$ cat src/hdl/sks_pkg.sv
`timescale 1ns / 1ps
`default_nettype none

package sks_pkg;

    localparam int CAPACITY = 16;
    localparam int KEY_W    = 32;
    localparam int CNT_W    = $clog2(CAPACITY + 1);
    localparam int ACT_W    = 2;
    localparam int STAT_W   = 2;
    localparam int COUNT_W  = 5;

    typedef enum logic [ACT_W-1:0] {
        ACT_INSERT = 2'd0,
        ACT_FIND   = 2'd1,
        ACT_DELETE = 2'd2,
        ACT_NONE   = 2'd3
    } action_t;

    typedef enum logic [STAT_W-1:0] {
        ST_OK   = 2'd0,
        ST_MISS = 2'd1,
        ST_FULL = 2'd2
    } status_t;

    // request broadcast to every cell of the chain
    typedef struct packed {
        logic             ins;
        logic             del;
        logic [KEY_W-1:0] key;
    } sks_cmd_t;

endpackage

`default_nettype wire

$ cat src/hdl/sorted_key_set_unit.sv
`timescale 1ns / 1ps
`default_nettype none

// sorted key set: holds up to CAPACITY distinct signed 32-bit keys in
// ascending order inside a row of cells, one key per cell
// input channel (s_*): one request per handshake; s_tuser carries the
// action (insert, find, delete), s_tdata the key
// output channel (m_*): exactly one result per request, in request order;
// m_tdata carries the status and the number of keys held afterwards
// timing: a request is taken in the idle state and executed in the exec state,
// where every cell compares its key with the request key at once and the whole
// row shifts by one place towards or away from the insertion/removal point
// a new request is not accepted until the last one has executed in the
// compare-and-shift step of the cell row
// the result sits in an output register; a new request is accepted while
// it waits, but execution holds until the receiver has taken the old one
// reset empties the set: all cell valid flags and the count clear at once
module sorted_key_set_unit
    import sks_pkg::*;
(
    input  wire logic        clk,
    input  wire logic        rst_n,
    input  wire logic        s_tvalid,
    output logic             s_tready,
    input  wire logic [31:0] s_tdata,   // [31:0] key
    input  wire logic [1:0]  s_tuser,   // [1:0] action
    output logic             m_tvalid,
    input  wire logic        m_tready,
    output logic      [7:0]  m_tdata    // [1:0] status, [6:2] entry_count, [7] zero
);

    typedef enum logic {
        S_IDLE,
        S_EXEC
    } state_t;

    state_t             state_reg;
    logic [ACT_W-1:0]   act_reg;
    logic [KEY_W-1:0]   key_reg;
    logic [CNT_W-1:0]   count_reg;
    logic [CNT_W-1:0]   count_next;
    logic               m_tvalid_reg;
    logic [7:0]         m_tdata_reg;

    // per-cell taps of the chain
    logic [KEY_W-1:0]   cell_key   [CAPACITY];
    logic               cell_valid [CAPACITY];
    logic               cell_less  [CAPACITY];
    logic [CAPACITY-1:0] cell_equal;

    sks_cmd_t           cmd;
    logic               exec_go;
    logic               present;
    logic               full;
    status_t            status;
    logic [CNT_W+COUNT_W-1:0] count_ext;

    assign s_tready = (state_reg == S_IDLE);
    assign m_tvalid = m_tvalid_reg;
    assign m_tdata  = m_tdata_reg;

    // execute once the output register is free or being emptied
    assign exec_go = (state_reg == S_EXEC) && (!m_tvalid_reg || m_tready);
    assign present = |cell_equal;
    assign full    = (count_reg == CNT_W'(CAPACITY));

    always_comb
    begin
        cmd.key    = key_reg;
        cmd.ins    = 1'b0;
        cmd.del    = 1'b0;
        status     = ST_MISS;
        count_next = count_reg;
        unique case (act_reg)
            ACT_INSERT:
            begin
                if (present)
                begin
                    status = ST_MISS;
                end
                else if (full)
                begin
                    status = ST_FULL;
                end
                else
                begin
                    status     = ST_OK;
                    cmd.ins    = exec_go;
                    count_next = count_reg + CNT_W'(1);
                end
            end
            ACT_FIND:
            begin
                status = present ? ST_OK : ST_MISS;
            end
            ACT_DELETE:
            begin
                if (present)
                begin
                    status     = ST_OK;
                    cmd.del    = exec_go;
                    count_next = count_reg - CNT_W'(1);
                end
            end
            default:
            begin
                status = ST_MISS;
            end
        endcase
    end

    // count reported modulo 32
    assign count_ext = {{COUNT_W{1'b0}}, count_next};

    genvar gi;
    generate
        for (gi = 0; gi < CAPACITY; gi++)
        begin : g_cell
            logic [KEY_W-1:0] lk;
            logic             lv;
            logic             ll;
            logic [KEY_W-1:0] rk;
            logic             rv;

            if (gi == 0)
            begin : g_first
                // nothing sorts below the head of the row
                assign lk = '0;
                assign lv = 1'b1;
                assign ll = 1'b1;
            end
            else
            begin : g_mid
                assign lk = cell_key[gi-1];
                assign lv = cell_valid[gi-1];
                assign ll = cell_less[gi-1];
            end

            if (gi == CAPACITY - 1)
            begin : g_last
                assign rk = '0;
                assign rv = 1'b0;
            end
            else
            begin : g_body
                assign rk = cell_key[gi+1];
                assign rv = cell_valid[gi+1];
            end

            sks_cell u_cell (
                .clk         (clk),
                .rst_n       (rst_n),
                .cmd         (cmd),
                .left_key    (lk),
                .left_valid  (lv),
                .left_less   (ll),
                .right_key   (rk),
                .right_valid (rv),
                .key         (cell_key[gi]),
                .valid       (cell_valid[gi]),
                .less        (cell_less[gi]),
                .equal       (cell_equal[gi])
            );
        end
    endgenerate

    always_ff @(posedge clk or negedge rst_n)
    begin
        if (!rst_n)
        begin
            state_reg    <= S_IDLE;
            count_reg    <= '0;
            m_tvalid_reg <= 1'b0;
        end
        else
        begin
            unique case (state_reg)
                S_IDLE:
                begin
                    if (m_tvalid_reg && m_tready)
                    begin
                        m_tvalid_reg <= 1'b0;
                    end
                    if (s_tvalid)
                    begin
                        state_reg <= S_EXEC;
                    end
                end
                S_EXEC:
                begin
                    if (exec_go)
                    begin
                        count_reg    <= count_next;
                        m_tvalid_reg <= 1'b1;
                        state_reg    <= S_IDLE;
                    end
                end
                default:
                begin
                    state_reg <= S_IDLE;
                end
            endcase
        end
    end

    // request and result payload
    always_ff @(posedge clk)
    begin
        if (s_tvalid && s_tready)
        begin
            act_reg <= s_tuser;
            key_reg <= s_tdata;
        end
        if (exec_go)
        begin
            m_tdata_reg <= {1'b0, count_ext[COUNT_W-1:0], status};
        end
    end

endmodule

`default_nettype wire

$ cat src/hdl/sks_cell.sv
`timescale 1ns / 1ps
`default_nettype none

module sks_cell
    import sks_pkg::*;
(
    input  wire logic             clk,
    input  wire logic             rst_n,
    input  wire sks_cmd_t         cmd,
    input  wire logic [KEY_W-1:0] left_key,
    input  wire logic             left_valid,
    input  wire logic             left_less,
    input  wire logic [KEY_W-1:0] right_key,
    input  wire logic             right_valid,
    output logic      [KEY_W-1:0] key,
    output logic                  valid,
    output logic                  less,
    output logic                  equal
);

    logic [KEY_W-1:0] key_reg;
    logic [KEY_W-1:0] key_next;
    logic             valid_reg;
    logic             valid_next;

    assign key   = key_reg;
    assign valid = valid_reg;
    // held key sorts below the request key (signed order)
    assign less  = valid_reg && ($signed(key_reg) < $signed(cmd.key));
    assign equal = valid_reg && (key_reg == cmd.key);

    always_comb
    begin
        key_next   = key_reg;
        valid_next = valid_reg;
        if (cmd.ins && !less)
        begin
            if (left_less)
            begin
                // insertion point
                key_next   = cmd.key;
                valid_next = 1'b1;
            end
            else
            begin
                key_next   = left_key;
                valid_next = left_valid;
            end
        end
        else if (cmd.del && !less)
        begin
            key_next   = right_key;
            valid_next = right_valid;
        end
    end

    always_ff @(posedge clk or negedge rst_n)
    begin
        if (!rst_n)
        begin
            valid_reg <= 1'b0;
        end
        else
        begin
            valid_reg <= valid_next;
        end
    end

    always_ff @(posedge clk)
    begin
        key_reg <= key_next;
    end

endmodule

`default_nettype wire

$ cat config.mk
export PLATFORM = sky130hd
export DESIGN_NAME = sorted_key_set_unit
export DESIGN_NICKNAME = d
export VERILOG_FILES = /design/src/hdl/sks_pkg.sv /design/src/hdl/sorted_key_set_unit.sv /design/src/hdl/sks_cell.sv
export SDC_FILE = /design/constraint.sdc
export NUM_CORES = 2
export LEC_CHECK = 0
export ABC_AREA = 1
export BUFFER_PORTS_ARGS = -buffer_cell sky130_fd_sc_hd__buf_2
export CORE_MARGIN = 1
export CORE_UTILIZATION = 45
export CTS_CLUSTER_SIZE = 20
export DETAILED_ROUTE_END_ITERATION = 7
export HOLD_SLACK_MARGIN = 0.08
export MAX_ROUTING_LAYER = met4
export PLACE_DENSITY = 0.7
export SLEW_MARGIN = 20
export SYNTH_ARGS = -nofsm -noshare
export SYNTH_HDL_FRONTEND = slang
export SYNTH_SLANG_ARGS = --single-unit
$ cat constraint.sdc
create_clock -name clk -period 4.77 [get_ports clk]
set_input_delay 0.954 -clock clk [delete_from_list [all_inputs] [get_ports clk]]
set_output_delay 0.954 -clock clk [all_outputs]
set_load 0.02 [all_outputs]
==> metrics.cfg <==
[status]
outcome = finished, final reports clean

[logic_synthesis]
synth_ff_type = edfxtp_1
ys_ff_latch = 576
synthesis.area_sq_um = 42200
synth_nets = 5866
yosys.area_share.simple_pct = 22.2
synth-edff-count = 553
yosys.area.top_type = edfxtp_1
ys_seq_area_share_pct = 40.7
yosys_warnings = 0
synth.area.top_cells = edfxtp_1 39%, nand2_1 18%, ha_1 15%, o211ai_1 6.1%, inv_1 5.1%
synth_compound_area_share_pct = 14.0
synth_xor_area_share_pct = 0.0207
synth_top_family_by_area = simple AND/OR/NAND/NOR gates
yosys-mux-area-fraction_pct = 0
synth_adder_area_share_pct = 15.3
synth.top_cell.area_share_pct = 39.3
synth.distinct_cells = 33
avgSynthCellArea_sq_um = 7.95
synthCells = 5311
async_reset_ff_share_pct = 3.99

[setup_path]
crit_fanout = 63
r2r-start = key_reg[7]
ff2ff_path_depth = 18
start_kind = flip-flop
r2r-end = g_cell[11].u_cell.key[2]
required_ns = 5.08
endpoint_kind = flip-flop
ff2ff_setup_slack_ns = 0.42
critical_path_class = flip-flop to flip-flop
worstPathArrival_ns = 4.66

[power]
p_total_w = 0.0199
pwr-share-clk_pct = 26.8
p_per_area_nw_per_um2 = 427
p_leak_nw = 22.8
p_seq_share_pct = 36.8
intPower_w = 0.0121
ir_drop_mv = 0.290
p_comb_share_pct = 36.3
power.share.switching_pct = 39.0
p_sw_w = 0.00777

[global_routing]
overflow = 0
grt_pass1_vias = 36089
antenna_found_initial = 0
grt_first_pass_wirelength_mm = 191
grt_max_degree = 66
grt_usage_pct = 26.0

[floorplan]
initial_core_util_pct = 45.7
fp.dieW_um = 308
num_rows = 111
core_sq_um = 92400
io_pins = 48
dieArea_sq_um = 95100
die-height_um = 308

[layout]
fin_area_sq_um = 46600
largest_reg_flops = 512
nFillCells = 8744
synthToLayoutAreaGrowth_pct = 10.3
nets = 5887
diodes = 0
layout_common_cells = 2,051 x nand2_1, 573 x inv_1, 553 x edfxtp_1, 517 x ha_1, 344 x o211ai_1
drive_above_1_share_pct = 6.33
mostFrequentLayoutCell = nand2_1

[drt]
dr.pass1.iters = 5
vias = 36715
drc = 0
drt_first_iter_violations = 3224
wl_mm = 119
via_per_inst = 5.54
wl_per_cell_um = 18.0
antenna_left = 0

[placed_design]
dpl_cell_area_sq_um = 44300
place.port_buffers = 46
hpwl_mm = 89.7
place_congestion = 0.914

[clock_network]
cts_tree = done
ctsHoldBuffers = 0
clk_pin_slew_worst_paths_ns = 0.06
clkSinkCount = 576
htreeDepth = 3
clock-root-buffer = clkbuf_16
ctsLongestPathBuffers = 3
cts-buffers-inserted = 70
clk_latency_ns = 0.63

[timing]
min_period_ns = 4.35
drv_slew = 0
rsz0062_at_grt = false
setup-tns-final_ns = 0
max-slew-margin-rel_pct = 30.6
fin_crit_sh_pct = 91.1
fmax_ghz = 0.230
finClkSkew_ns = 0.0272
hold_viol = 0
tightest_slew_ns = 1.04
setup_violations = 0

[worst_hold_path]
hold_path.class = primary input to asynchronous set/reset pin

[run]
cap_viol_max_count = 0

## worst max-delay path by stage
stage | cells after the start | endpoint | start
6_report | 18 | g_cell[11].u_cell.key[2] | key_reg[7]
5_1_grt | 18 | g_cell[11].u_cell.key[2] | key_reg[7]
2_1_floorplan | 15 | g_cell[6].u_cell.key[0] | key_reg[30]
4_1_cts | 18 | g_cell[14].u_cell.key[15] | key_reg[24]
3_5_place_dp | 18 | g_cell[14].u_cell.key[8] | key_reg[24]
3_3_place_gp | 18 | g_cell[14].u_cell.key[13] | key_reg[24]
## cells in the mapped netlist, drive strengths merged, types with 3 or more instances
cell / n
a21oi: 264
clkbuf: 108
edfxtp: 553
nand2: 2062
o21bai: 17
o21a: 30
a21o: 10
nor3b: 3
buf: 131
inv: 576
nand3: 107
o21ai: 311
ha: 517
o211ai: 344
nand4: 4
nor2: 243
dfrtp: 23
## layer usage
metal  wire, um  track usage, %  vias to the layer above
met4       3540            8.05                        0
met1      53900            34.8                    17471
met5          0               -                        -
li1           -               -                    17852
met2      54200            41.1                     1172
met3       7450            3.22                      220
## per-stage QoR
step,util (%),hold WS (ns),worst slack [ns],std cells
final,50.4,0.447,0.423,6626
after global routing,50.4,0.475,0.166,6626
after CTS,50.4,0.450,0.145,6620
after detailed placement,48.0,0.493,0.132,6497
after global placement,48.0,0.486,0.194,6497
after floorplan,-,0.471,0.120,5311
## power groups by stage
stage	combinational, W	clock (W)	sequential (W)
global placement	0.00683	0	0.00741
floorplan	0.00506	0	0.00719
detailed placement	0.00711	0	0.00741
CTS	0.00715	0.00543	0.00732
global route	0.00822	0.00560	0.00741
finish	0.00724	0.00534	0.00733
## cell type report
cell class / count / area, sq um / share of cell area (%)
clock buffer: 95 / 1970 / 4.23
timing repair buffer: 188 / 1460 / 3.13
clock inverter: 28 / 254 / 0.545
tap: 1243 / 1560 / 3.34
multi-input combinational: 3920 / 22000 / 47.2
sequential: 576 / 17200 / 36.9
inverter: 576 / 2160 / 4.64
## cell families after synthesis
group           count (synthesis)
other cells                     1
fa+ha+maj                     517
simple gates                 2425
xor+xnor                        1
buf+inv                       815
flops                         576
compound gates                976
## repair_timing
action,in CTS,in global routing
endpoints found under the setup margin,0,182
setup buffers,0,6
resized for setup,0,2
## critical path, cell delays in order, from the launching register on
cell and delay [ns]:
edfxtp_1 0.32, buf_4 0.24, inv_1 0.06, buf_4 0.24, ha_1 0.34, nand2_1 0.07, nor2_1 0.36, nand2_1 0.11
nor2_1 0.19, nand2_1 0.23, nand2_1 0.13, nor2_1 0.05, nand2_1 0.10, nor2_4 0.06, nand3_4 0.06, buf_4 0.30
nor2_1 0.14, inv_2 0.67, o21ai_0 0.31
Note: power is estimated with default switching activity, not from simulation.
